==> config.mk <==
export PLATFORM = sky130hd
export DESIGN_NAME = range_spike_rejection_filter
export DESIGN_NICKNAME = d
export VERILOG_FILES = /design/src/hdl/rsrf_pkg.sv /design/src/hdl/rsrf_cfg.sv /design/src/hdl/rsrf_core.sv /design/src/hdl/rsrf_outq.sv /design/src/hdl/range_spike_rejection_filter.sv
export SDC_FILE = /design/constraint.sdc
export NUM_CORES = 1
export LEC_CHECK = 0
export BUFFER_PORTS_ARGS = -buffer_cell sky130_fd_sc_hd__buf_2
export CAP_MARGIN = 25
export CELL_PAD_IN_SITES_DETAIL_PLACEMENT = 0
export CELL_PAD_IN_SITES_GLOBAL_PLACEMENT = 1
export CORE_MARGIN = 2
export CORE_UTILIZATION = 43
export DETAILED_ROUTE_END_ITERATION = 10
export GPL_ROUTABILITY_DRIVEN = 0
export GPL_TIMING_DRIVEN = 0
export PLACE_DENSITY_LB_ADDON = 0.2
export SLEW_MARGIN = 15
export SYNTH_ARGS = -nofsm -noshare
export SYNTH_HDL_FRONTEND = slang
export SYNTH_SLANG_ARGS = --single-unit
==> constraint.sdc <==
create_clock -name clk -period 4.88 [get_ports clk]
set_clock_uncertainty 0.2 [all_clocks]
set_input_delay 0.244 -clock clk [delete_from_list [all_inputs] [get_ports clk]]
set_output_delay 0.244 -clock clk [all_outputs]
set_load 0.1 [all_outputs]
==> src/hdl/rsrf_pkg.sv <==
// rsrf_pkg: shared types and constants for the range spike rejection filter
// used by every module of the block; depends on nothing
`timescale 1ns / 1ps

package rsrf_pkg;

  // field widths
  localparam int DIST_W  = 16;
  localparam int COUNT_W = 8;
  localparam int CFG_IDX_W = 3;

  // configuration register indexes
  localparam logic [CFG_IDX_W-1:0] CFG_ERROR_SENTINEL   = 3'd0;
  localparam logic [CFG_IDX_W-1:0] CFG_ERROR_LIMIT      = 3'd1;
  localparam logic [CFG_IDX_W-1:0] CFG_SAFE_DISTANCE    = 3'd2;
  localparam logic [CFG_IDX_W-1:0] CFG_BLIND_ZONE_LIMIT = 3'd3;
  localparam logic [CFG_IDX_W-1:0] CFG_BLIND_JUMP_LEVEL = 3'd4;
  localparam logic [CFG_IDX_W-1:0] CFG_SPIKE_THRESHOLD  = 3'd5;
  localparam logic [CFG_IDX_W-1:0] CFG_SPIKE_TOLERANCE  = 3'd6;

  // register reset values
  localparam logic [DIST_W-1:0]  RST_ERROR_SENTINEL   = 16'd65535;
  localparam logic [COUNT_W-1:0] RST_ERROR_LIMIT      = 8'd5;
  localparam logic [DIST_W-1:0]  RST_SAFE_DISTANCE    = 16'd500;
  localparam logic [DIST_W-1:0]  RST_BLIND_ZONE_LIMIT = 16'd250;
  localparam logic [DIST_W-1:0]  RST_BLIND_JUMP_LEVEL = 16'd2500;
  localparam logic [DIST_W-1:0]  RST_SPIKE_THRESHOLD  = 16'd300;
  localparam logic [COUNT_W-1:0] RST_SPIKE_TOLERANCE  = 8'd3;

  localparam logic [COUNT_W-1:0] COUNT_MAX = {COUNT_W{1'b1}};

  // all configuration registers
  typedef struct packed {
    logic [DIST_W-1:0]  error_sentinel;
    logic [COUNT_W-1:0] error_limit;
    logic [DIST_W-1:0]  safe_distance;
    logic [DIST_W-1:0]  blind_zone_limit;
    logic [DIST_W-1:0]  blind_jump_level;
    logic [DIST_W-1:0]  spike_threshold;
    logic [COUNT_W-1:0] spike_tolerance;
  } cfg_t;

  // filter state
  typedef struct packed {
    logic [DIST_W-1:0]  last_accepted;
    logic [COUNT_W-1:0] miss_count;
  } filt_state_t;

endpackage

==> src/hdl/rsrf_cfg.sv <==
// rsrf_cfg: configuration register bank of the range spike rejection filter
// depends on rsrf_pkg
`timescale 1ns / 1ps

module rsrf_cfg (
  input  logic                           clk,
  input  logic                           rst,
  input  logic                           cfg_valid,
  output logic                           cfg_ready,
  input  logic [rsrf_pkg::CFG_IDX_W-1:0] cfg_index,
  input  logic [rsrf_pkg::DIST_W-1:0]    cfg_data,
  output rsrf_pkg::cfg_t                 cfg
);

  // writes are always taken
  assign cfg_ready = 1'b1;

  // register write decode
  always_ff @(posedge clk) begin
    if (rst) begin
      cfg.error_sentinel   <= rsrf_pkg::RST_ERROR_SENTINEL;
      cfg.error_limit      <= rsrf_pkg::RST_ERROR_LIMIT;
      cfg.safe_distance    <= rsrf_pkg::RST_SAFE_DISTANCE;
      cfg.blind_zone_limit <= rsrf_pkg::RST_BLIND_ZONE_LIMIT;
      cfg.blind_jump_level <= rsrf_pkg::RST_BLIND_JUMP_LEVEL;
      cfg.spike_threshold  <= rsrf_pkg::RST_SPIKE_THRESHOLD;
      cfg.spike_tolerance  <= rsrf_pkg::RST_SPIKE_TOLERANCE;
    end else if (cfg_valid) begin
      unique case (cfg_index)
        rsrf_pkg::CFG_ERROR_SENTINEL:   cfg.error_sentinel   <= cfg_data;
        rsrf_pkg::CFG_ERROR_LIMIT:      cfg.error_limit      <= cfg_data[rsrf_pkg::COUNT_W-1:0];
        rsrf_pkg::CFG_SAFE_DISTANCE:    cfg.safe_distance    <= cfg_data;
        rsrf_pkg::CFG_BLIND_ZONE_LIMIT: cfg.blind_zone_limit <= cfg_data;
        rsrf_pkg::CFG_BLIND_JUMP_LEVEL: cfg.blind_jump_level <= cfg_data;
        rsrf_pkg::CFG_SPIKE_THRESHOLD:  cfg.spike_threshold  <= cfg_data;
        rsrf_pkg::CFG_SPIKE_TOLERANCE:  cfg.spike_tolerance  <= cfg_data[rsrf_pkg::COUNT_W-1:0];
        default: ;
      endcase
    end
  end

endmodule

==> src/hdl/rsrf_core.sv <==
// rsrf_core: filter decision logic and its state registers
// depends on rsrf_pkg
`timescale 1ns / 1ps

module rsrf_core (
  input  logic                        clk,
  input  logic                        rst,
  input  logic                        proc,
  input  logic [rsrf_pkg::DIST_W-1:0] raw,
  input  rsrf_pkg::cfg_t              cfg,
  output logic [rsrf_pkg::DIST_W-1:0] result,
  output rsrf_pkg::filt_state_t       state
);

  rsrf_pkg::filt_state_t state_next;

  // decision for the item in the input register
  always_comb begin
    logic [rsrf_pkg::COUNT_W-1:0] miss_inc;
    logic                         is_err;
    logic                         rise;
    miss_inc = (state.miss_count == rsrf_pkg::COUNT_MAX) ? state.miss_count
             : state.miss_count + {{(rsrf_pkg::COUNT_W-1){1'b0}}, 1'b1};
    is_err   = (raw == cfg.error_sentinel);
    rise     = ({1'b0, raw} >
                ({1'b0, state.last_accepted} + {1'b0, cfg.spike_threshold}));
    state_next = state;
    result     = state.last_accepted;
    if (is_err) begin
      if (miss_inc > cfg.error_limit) begin
        state_next.last_accepted = cfg.safe_distance;
        state_next.miss_count    = '0;
        result                   = cfg.safe_distance;
      end else begin
        state_next.miss_count = miss_inc;
      end
    end else if (state.last_accepted == '0) begin
      state_next.last_accepted = raw;
      state_next.miss_count    = '0;
      result                   = raw;
    end else if ((state.last_accepted < cfg.blind_zone_limit) &&
                 (raw > cfg.blind_jump_level)) begin
      // blind zone jump is held, no state change
      result = state.last_accepted;
    end else if (rise && (miss_inc < cfg.spike_tolerance)) begin
      // unconfirmed far jump
      state_next.miss_count = miss_inc;
    end else begin
      // small change, sharp drop or confirmed far jump
      state_next.last_accepted = raw;
      state_next.miss_count    = '0;
      result                   = raw;
    end
  end

  // state registers
  always_ff @(posedge clk) begin
    if (rst) begin
      state <= '0;
    end else if (proc) begin
      state <= state_next;
    end
  end

endmodule

==> src/hdl/rsrf_outq.sv <==
// rsrf_outq: two-entry result queue that decouples the output side
// depends on rsrf_pkg
`timescale 1ns / 1ps

module rsrf_outq (
  input  logic                        clk,
  input  logic                        rst,
  input  logic                        push,
  input  logic [rsrf_pkg::DIST_W-1:0] push_data,
  output logic                        full,
  output logic                        m_tvalid,
  input  logic                        m_tready,
  output logic [rsrf_pkg::DIST_W-1:0] m_tdata
);

  logic [rsrf_pkg::DIST_W-1:0] mem [2];
  logic       wr_ptr;
  logic       rd_ptr;
  logic [1:0] count;
  logic       pop;

  assign pop      = m_tvalid && m_tready;
  assign m_tvalid = (count != 2'd0);
  assign full     = (count == 2'd2);
  assign m_tdata  = mem[rd_ptr];

  // queue storage
  always_ff @(posedge clk) begin
    if (push) begin
      mem[wr_ptr] <= push_data;
    end
  end

  // pointers and fill count
  always_ff @(posedge clk) begin
    if (rst) begin
      wr_ptr <= 1'b0;
      rd_ptr <= 1'b0;
      count  <= 2'd0;
    end else begin
      if (push) begin
        wr_ptr <= ~wr_ptr;
      end
      if (pop) begin
        rd_ptr <= ~rd_ptr;
      end
      if (push && !pop) begin
        count <= count + 2'd1;
      end else if (pop && !push) begin
        count <= count - 2'd1;
      end
    end
  end

endmodule

==> src/hdl/range_spike_rejection_filter.sv <==
// range_spike_rejection_filter: top level, input register, filter core,
// result queue and configuration bank; depends on rsrf_pkg, rsrf_cfg,
// rsrf_core and rsrf_outq
`timescale 1ns / 1ps

// Takes one raw range reading per item and returns one filtered distance per
// item. An item is accepted every cycle while the output side keeps up; it is
// held in the input register, then the filter decision is written into a
// two-entry result queue that offers the result on m_tvalid. The single
// filter state update per cycle is what sets the rate.
// Configuration writes are taken at any time but are meant to be done while
// no item is in flight.
module range_spike_rejection_filter (
  input  logic        clk,
  input  logic        rst,
  input  logic        s_tvalid,
  output logic        s_tready,
  input  logic [15:0] s_tdata,    // [15:0] reading_mm
  output logic        m_tvalid,
  input  logic        m_tready,
  output logic [15:0] m_tdata,    // [15:0] filtered_distance
  input  logic        cfg_valid,
  output logic        cfg_ready,
  input  logic [2:0]  cfg_index,
  input  logic [15:0] cfg_data
);

  rsrf_pkg::cfg_t              cfg;
  rsrf_pkg::filt_state_t       state;
  logic                        in_valid;
  logic [rsrf_pkg::DIST_W-1:0] in_raw;
  logic                        proc;
  logic                        q_full;
  logic [rsrf_pkg::DIST_W-1:0] result;

  // input register handshake
  assign proc     = in_valid && !q_full;
  assign s_tready = !in_valid || !q_full;

  always_ff @(posedge clk) begin
    if (rst) begin
      in_valid <= 1'b0;
    end else if (s_tready) begin
      in_valid <= s_tvalid;
    end
  end

  always_ff @(posedge clk) begin
    if (s_tvalid && s_tready) begin
      in_raw <= s_tdata;
    end
  end

  rsrf_cfg u_cfg (
    .clk       (clk),
    .rst       (rst),
    .cfg_valid (cfg_valid),
    .cfg_ready (cfg_ready),
    .cfg_index (cfg_index),
    .cfg_data  (cfg_data),
    .cfg       (cfg)
  );

  rsrf_core u_core (
    .clk    (clk),
    .rst    (rst),
    .proc   (proc),
    .raw    (in_raw),
    .cfg    (cfg),
    .result (result),
    .state  (state)
  );

  rsrf_outq u_outq (
    .clk       (clk),
    .rst       (rst),
    .push      (proc),
    .push_data (result),
    .full      (q_full),
    .m_tvalid  (m_tvalid),
    .m_tready  (m_tready),
    .m_tdata   (m_tdata)
  );

`ifndef NO_ASSERTIONS
  // a held item never overruns a full queue
  a_no_overrun: assert property (@(posedge clk) disable iff (rst)
    in_valid && q_full |-> !s_tready)
    else $error("input taken while result queue full");

  // a processed item shows up at the output next cycle
  a_result_visible: assert property (@(posedge clk) disable iff (rst)
    proc |=> m_tvalid)
    else $error("processed item missing from output");

  // an unprimed filter takes a good reading as is
  a_prime: assert property (@(posedge clk) disable iff (rst)
    proc && (state.last_accepted == '0) && (in_raw != cfg.error_sentinel)
    |=> (state.last_accepted == $past(in_raw)) && (state.miss_count == '0))
    else $error("priming reading not stored");

  // state does not move without a processed item
  a_state_hold: assert property (@(posedge clk) disable iff (rst)
    !proc |=> $stable(state))
    else $error("filter state changed without an item");
`endif

endmodule

=== Word level (Yosys, flattened, before mapping) ===
Memory sizes are Yosys's and may differ from the RTL's. A register that Yosys moved wholly into a read port is not among the register bits.
Cells that the tools add are included.

* Bits in registers: 141
* Latch bits: 0
* Bits in writable memories: 32
* ROM bits: 0
* Output and inout bits: 19
* Logic and storage cells: 77
* Memories kept: 1

* Add/subtract/negate cells: 4
* Multiply operators: 0
* Divide/modulo/power cells: 0
* $lt $le $gt $ge: 5
* Equal/unequal tests: 10
* Shift operators: 0
* Multiplexer cells: 17
* Bitwise operators: 2
* Reductions and logical operators: 24

{| class="wikitable"
|+ Memory list
! name !! depth !! width !! rd ports !! clocked after Yosys merged registers in !! wr ports !! line !! source
|-
| u_outq.mem || 2 || 16 || 1 || 1 || 1 || rsrf_outq.sv:16 || <nowiki>logic [rsrf_pkg::DIST_W-1:0] mem [2];</nowiki>
|}

{| class="wikitable"
|+ Operators with widths
! cell !! number
|-
| $mux 16 || 5
|-
| $mux 24 || 3
|-
| $mux 8 || 3
|-
| $add 16x16->17 || 1
|-
| $gt 16x17->1 || 1
|-
| $eq 16x16->1 || 1
|-
| $gt 16x16->1 || 1
|-
| $logic_not 16->1 || 1
|-
| $lt 16x16->1 || 1
|-
| $reduce_and 2->1 || 8
|-
| $eq 3x3->1 const B || 3
|-
| $add 8x1->8 const B || 1
|-
| $eq 8x8->1 const B || 1
|-
| $gt 8x8->1 || 1
|-
| $lt 8x8->1 || 1
|-
| $logic_and 1x1->1 || 7
|-
| $eq 3x2->1 const B || 2
|-
| $logic_not 1->1 || 4
|-
| $mux 1 || 4
|-
| $mux 2 || 2
|-
| $reduce_bool 2->1 || 2
|-
| $eq 3x1->1 const B || 1
|-
| $logic_not 3->1 || 1
|-
| $ne 3x1->1 const B || 1
|-
| other kinds (5) || 6
|}

=== Logic depth before layout (Yosys ltp) ===
* Depth after elaboration: 8
* Gate-level depth with buffers: 21
* Depth with buffers taken out: 19

=== Hierarchy ===
From an unflattened synthesis, not the netlist that was laid out.

* Cell total of the unflattened synthesis: 999
* Area total of the unflattened synthesis: 10,119.7 µm²

{| class="wikitable"
|+ By module, submodules not included
! module !! instances !! cells each !! area an instance (µm²)
|-
| rsrf_core || 1 || 548 || 4,395.5
|-
| rsrf_cfg || 1 || 357 || 3,831.2
|-
| rsrf_outq || 1 || 72 || 1,365.1
|-
| range_spike_rejection_filter || 1 || 22 || 528.0
|}

=== Least setup slack after synthesis ===
Ideal clock, no wire load.

* Path type: flip-flop to flip-flop
* Start: register u_core.state[8] (netlist name)
* End: memory u_outq.mem[0][10] (netlist bit) (data pin)
* Arrival: 4,116 ps
* Data required time: 4,473 ps
* Setup slack: 358 ps
* Stages on the path, launching flop included: 22
* Period minus slack after synthesis: 4,522 ps
* Path through: dfxtp_1 -> ha_1 -> fa_1 -> a211oi_2 -> o211ai_1 -> nand3_1 -> a21boi_0 -> o21ai_0 -> nand2b_1 -> a21oi_1 -> xor2_1 -> ha_1 -> a21o_1 -> a21oi_1 -> or3b_1 -> a211oi_1 -> nor4_2 -> buf_4 -> nor2_4 -> o21bai_2 -> buf_2 -> a222oi_1

* Word-level cells in the longest chain between the ends: 7
* Elaborated cells between the ends (all ways): 10
* Those cells by class: 1 x add/sub; 2 x order compare; 4 x mux; 3 x reduce/logical

{| class="wikitable"
|+ Ends and longest elaborated chain
! what !! line !! source
|-
| $add 16x16->17 || rsrf_core.sv:26 || <nowiki>({1'b0, state.last_accepted} + {1'b0, cfg.spike_threshold}));</nowiki>
|-
| $gt 16x17->1 || rsrf_core.sv:25 || <nowiki>rise = ({1'b0, raw} ></nowiki>
|-
| $logic_and 1x1->1 || rsrf_core.sv:45 || <nowiki>end else if (rise && (miss_inc < cfg.spike_tolerance)) begin</nowiki>
|-
| $mux 16 || -- ||
|-
| $mux 16 || rsrf_core.sv:41 || <nowiki>end else if ((state.last_accepted < cfg.blind_zone_limit) &&</nowiki>
|-
| $mux 16 (*) || rsrf_core.sv:37 || <nowiki>end else if (state.last_accepted == '0) begin</nowiki>
|-
| $mux 16 (*) || rsrf_core.sv:29 || <nowiki>if (is_err) begin</nowiki>
|-
| named net result, one bit || range_spike_rejection_filter.sv:34 || <nowiki>logic [rsrf_pkg::DIST_W-1:0] result;</nowiki>
|-
| end: declaration || rsrf_outq.sv:16 ||
|}

The timed path passes the listed nets; every way through them passes the cells marked *.

=== Final worst setup path ===
* Start: register u_core.state[8] (netlist name)
* End: memory u_outq.mem[0][1] (netlist bit) (data pin)

* Word-level cells in the longest chain between the ends: 7
* Elaborated cells between the ends (all ways): 10
* Those cells by class: 1 x add/sub; 2 x order compare; 4 x mux; 3 x reduce/logical

{| class="wikitable"
|+ Ends and longest elaborated chain
! what !! line
|-
| $add 16x16->17 || rsrf_core.sv:26
|-
| $gt 16x17->1 || rsrf_core.sv:25
|-
| $logic_and 1x1->1 || rsrf_core.sv:45
|-
| $mux 16 || --
|-
| $mux 16 || rsrf_core.sv:41
|-
| $mux 16 (*) || rsrf_core.sv:37
|-
| $mux 16 (*) || rsrf_core.sv:29
|-
| named net result, one bit || range_spike_rejection_filter.sv:34
|}

Marked as above.

==> results.sh <==
export IMPL_worstPathMaxFanout=6
export IMPL_hold_class="in2reg"
export IMPL_grt_overflow=0
export IMPL_vias_per_cell=5.63
export IMPL_n_fill_cell=2158
export IMPL_cp_end_kind="flop"
export IMPL_rsz0062_at_grt="true"
export IMPL_cts_root_buf="clkbuf_16"
export IMPL_cts_htree_levels=4
export IMPL_crit_path_frequent_cell="buf_4"
export IMPL_maxCapViolCount=0
export IMPL_fp_dieH_um=154
export IMPL_avgSynthCellArea_um2=8.71
export IMPL_regArea_mm2=0.00398
export IMPL_grt_pass1_vias=8135
export IMPL_start_util=0.439
export IMPL_ant_nets=0
export IMPL_ys_warn_count=0
export IMPL_min_period_ns=4.78
export IMPL_cpMaxStageDelayCell="or3b_4"
export IMPL_multiInputGateArea_mm2=0.00519
export IMPL_dpl_hpwl_um=22100
export IMPL_wl_per_cell_um=20.3
export IMPL_wl_um=31100
export IMPL_total_leakage_power_nw=4.79
export IMPL_path_buf_inv=3
export IMPL_crit_chain="ha_4 > fa_2 > a211oi_4 > o211ai_1 > nand3_1 > a21boi_2 > o21ai_2 > nand2b_1 > a21oi_2 > xor2_1 > ha_1 > a21o_1 > a21oi_2 > or3b_4 > a211oi_4 > nor4_4 > buf_4 > nor2_4 > o21bai_4 > buf_4 > a222oi_1 > buf_4"
export IMPL_route_top_layer_used="met4"
export IMPL_status="complete, no violations"
export IMPL_tightest_slew_ns=0.876
export IMPL_finalHoldViolCount=0
export IMPL_design_core_area_mm2=0.0219
export IMPL_cts_buffer_depth=2
export IMPL_drcViolationCount=0
export IMPL_cp_start_kind="flop"
export IMPL_nets=1358
export IMPL_tritoncts="yes"
export IMPL_cp_required_ns=4.98
export IMPL_syn_area_mm2=0.00962
export IMPL_met2WireLength_um=14300
export IMPL_drt_met1_wl_um=14000
export IMPL_whs_ns=0.00641
export IMPL_syn_nets=1225
export IMPL_placed_area_mm2=0.0102
export IMPL_num_antenna_cells=0
export IMPL_synth_edf_count=48
export IMPL_grt_max_degree=18
export IMPL_synth_seq_cells=174
export IMPL_max_vdd_ir_drop_mv=0.334
export IMPL_max_stage_delay_ns=0.41
export IMPL_crit_family="compound AO/OA/AOI/OAI gates"
export IMPL_synthCells=1104
export IMPL_numCtsBuffers=17
export IMPL_first_pass_iters=9
export IMPL_grt_pass1_wl_um=47100
export IMPL_grtUsageTotal=0.264
export IMPL_clk_insertion_delay_late_ns=0.43
export IMPL_setup_viol=0
export IMPL_maxSlewViolCount=0
export IMPL_clkTransAtPathRegs_ns=0.07
export IMPL_synth_ff_type="dfxtp_1"
export IMPL_criticalPathCategory="reg2reg"
export IMPL_place_ws_ns=-0.475
export IMPL_drt_iter0_markers=725
export IMPL_min_period_over_period=0.980
export IMPL_fin_ws_ns=0.0975
export IMPL_area_growth_pct=20.4
export IMPL_yosysUniqueCellTypes=62
export IMPL_cp_data_arrival_time_ns=4.88
export IMPL_ys_async_sr_fraction=0
export IMPL_fin_util=0.529
export IMPL_fp_dieW_um=154
export IMPL_pin_count=59
export IMPL_yosysSeqAreaShare=0.412
export IMPL_relSlewSlack=0.416
export IMPL_powerDensity_mw_per_mm2=634
export IMPL_clock_sinks=174
export IMPL_antenna_found_initial=0
export IMPL_route_met3_wl_um=2010
export IMPL_rows=54
export IMPL_portBuffers=54
export IMPL_drive_gt1_frac=0.150
export IMPL_final_area_mm2=0.0116
export IMPL_timing_fmax_mhz=209
export IMPL_die_area_mm2=0.0236
export IMPL_vias=8609
## state kept, by name (all words and copies together), names as in the netlist, named ones only
name           flops
u_cfg.cfg         96
u_outq.mem        32
u_core.state      24
in_raw            16
u_outq.count       2
in_valid           1
u_outq.rd_ptr      1
u_outq.wr_ptr      1
## cells in the mapped netlist, types with 2 or more instances
cell      count  share of area
o21a_1        2         0.0016
inv_1       103          0.040
dfxtp_1     126           0.26
and4_1        2         0.0018
buf_1         4         0.0016
ha_1         80           0.10
mux2_2       17          0.020
o21ai_0      34          0.018
a21boi_0      3         0.0023
mux2i_1      18          0.019
a31oi_1       4         0.0026
nand4_1      14         0.0091
buf_4         3         0.0023
buf_2         2         0.0010
a211o_1       2         0.0018
a21o_1       10         0.0078
nor2b_1      12         0.0078
a21oi_1     143          0.074
clkbuf_1     36          0.014
nor4_1        8         0.0052
o221a_2      15          0.018
o21bai_1      4         0.0031
a211oi_1      4         0.0031
or2_2         2         0.0013
edfxtp_1     48           0.15
and2_1        2         0.0013
xnor2_1      11          0.010
nor3_1        9         0.0047
a22o_1        7         0.0064
xor2_1       24          0.022
nor2_1       49          0.019
nand2b_1      7         0.0046
a211oi_2      2         0.0026
nand2_1     193          0.075
and3_1        4         0.0026
or3_1         2         0.0013
o211ai_1     23          0.018
nand3_1      37          0.019
a222oi_1     15          0.016
## power by group
group	switching [mW]	total, mW	internal [mW]
combinational	2.27	3.67	1.40
clock	0.628	1.55	0.924
sequential	0.278	2.12	1.84
## cell families (layout without fill, tap and decap cells)
group,count (synthesis),count (layout),synth area share
AO/OA/AOI/OAI,279,279,0.186
XOR/XNOR,36,36,0.0347
adder cells (fa/ha/maj),81,81,0.106
buffers and inverters,149,295,0.0604
flip-flops,174,174,0.412
multiplexers,35,35,0.0386
other,1,1,0.000390
AND/OR/NAND/NOR,349,349,0.162
## worst reg2reg max path, cell delays in order, from the launching register on
cell	delay, ns
dfxtp_4	0.37
ha_4	0.17
fa_2	0.39
a211oi_4	0.26
o211ai_1	0.15
nand3_1	0.16
a21boi_2	0.08
o21ai_2	0.14
nand2b_1	0.08
a21oi_2	0.13
xor2_1	0.16
ha_1	0.26
a21o_1	0.18
a21oi_2	0.16
or3b_4	0.41
a211oi_4	0.25
nor4_4	0.07
buf_4	0.17
nor2_4	0.13
o21bai_4	0.11
buf_4	0.17
a222oi_1	0.25
buf_4	0.19
## through the flow
stage               std cells  setup TNS, ns  total power, mW
finish                   1530              0             7.34
detailed placement       1439         -11.50             5.20
global route             1530          -1.98             7.71
CTS                      1519              0             7.03
floorplan                1104              0             4.44
global placement         1438         -10.94             5.17
## layout by cell type (no fill, tap or decap), types with 5 or more instances in the layout
cell type	instances
a21o_1	10
a21oi_1	139
a222oi_1	15
a22o_1	7
buf_2	57
buf_4	28
bufinv_16	5
clkbuf_1	37
clkbuf_16	17
dfxtp_1	120
dlygate4sd3_1	31
edfxtp_1	48
ha_1	79
inv_1	103
mux2_2	17
mux2i_1	18
nand2_1	193
nand2b_1	7
nand3_1	37
nand4_1	14
nor2_1	47
nor2b_1	12
nor3_1	8
nor4_1	8
o211ai_1	23
o21ai_0	31
o221a_2	15
xnor2_1	11
xor2_1	24
## final cells by class
class                   instances  share of cell area
clock buffers                  18              0.0371
clock inverters                14              0.0198
plain buffers                  45              0.0177
repair buffers                115              0.0695
multi-input cells             781               0.449
inverters                     103              0.0334
well taps                     280              0.0303
flip-flops and latches        174               0.344
## routing by layer
layer	GRT usage	vias up
met2	0.430	284
met1	0.357	4120
met3	0.0519	54
met5	0	-
met4	0.0813	0
li1	-	4151
## worst paths after layout
path | from | end | slack [ns] | cells past startpoint
setup reg to reg | u_core.state[8] | u_outq.mem[0][1] | 0.1 | 22
hold / removal | cfg_data[3] | u_cfg.cfg[27] | 0.006 | 3
hold reg to reg | u_cfg.cfg[71] | u_cfg.cfg[71] | 0.26 | 2
setup / recovery | u_core.state[8] | u_outq.mem[0][1] | 0.1 | 22
## repair_timing
| item | in CTS | in global routing |
|---|---|---|
| endpoints found under the hold margin | 77 | 0 |
| setup endpoints to repair | 49 | 56 |
| cloned | 0 | 1 |
| setup buffers | 18 | 10 |
| resized for setup | 19 | 23 |
| hold buffers | 31 | 0 |
| pin swaps | 16 | 30 |
Note: power is estimated with default switching activity, not from simulation.
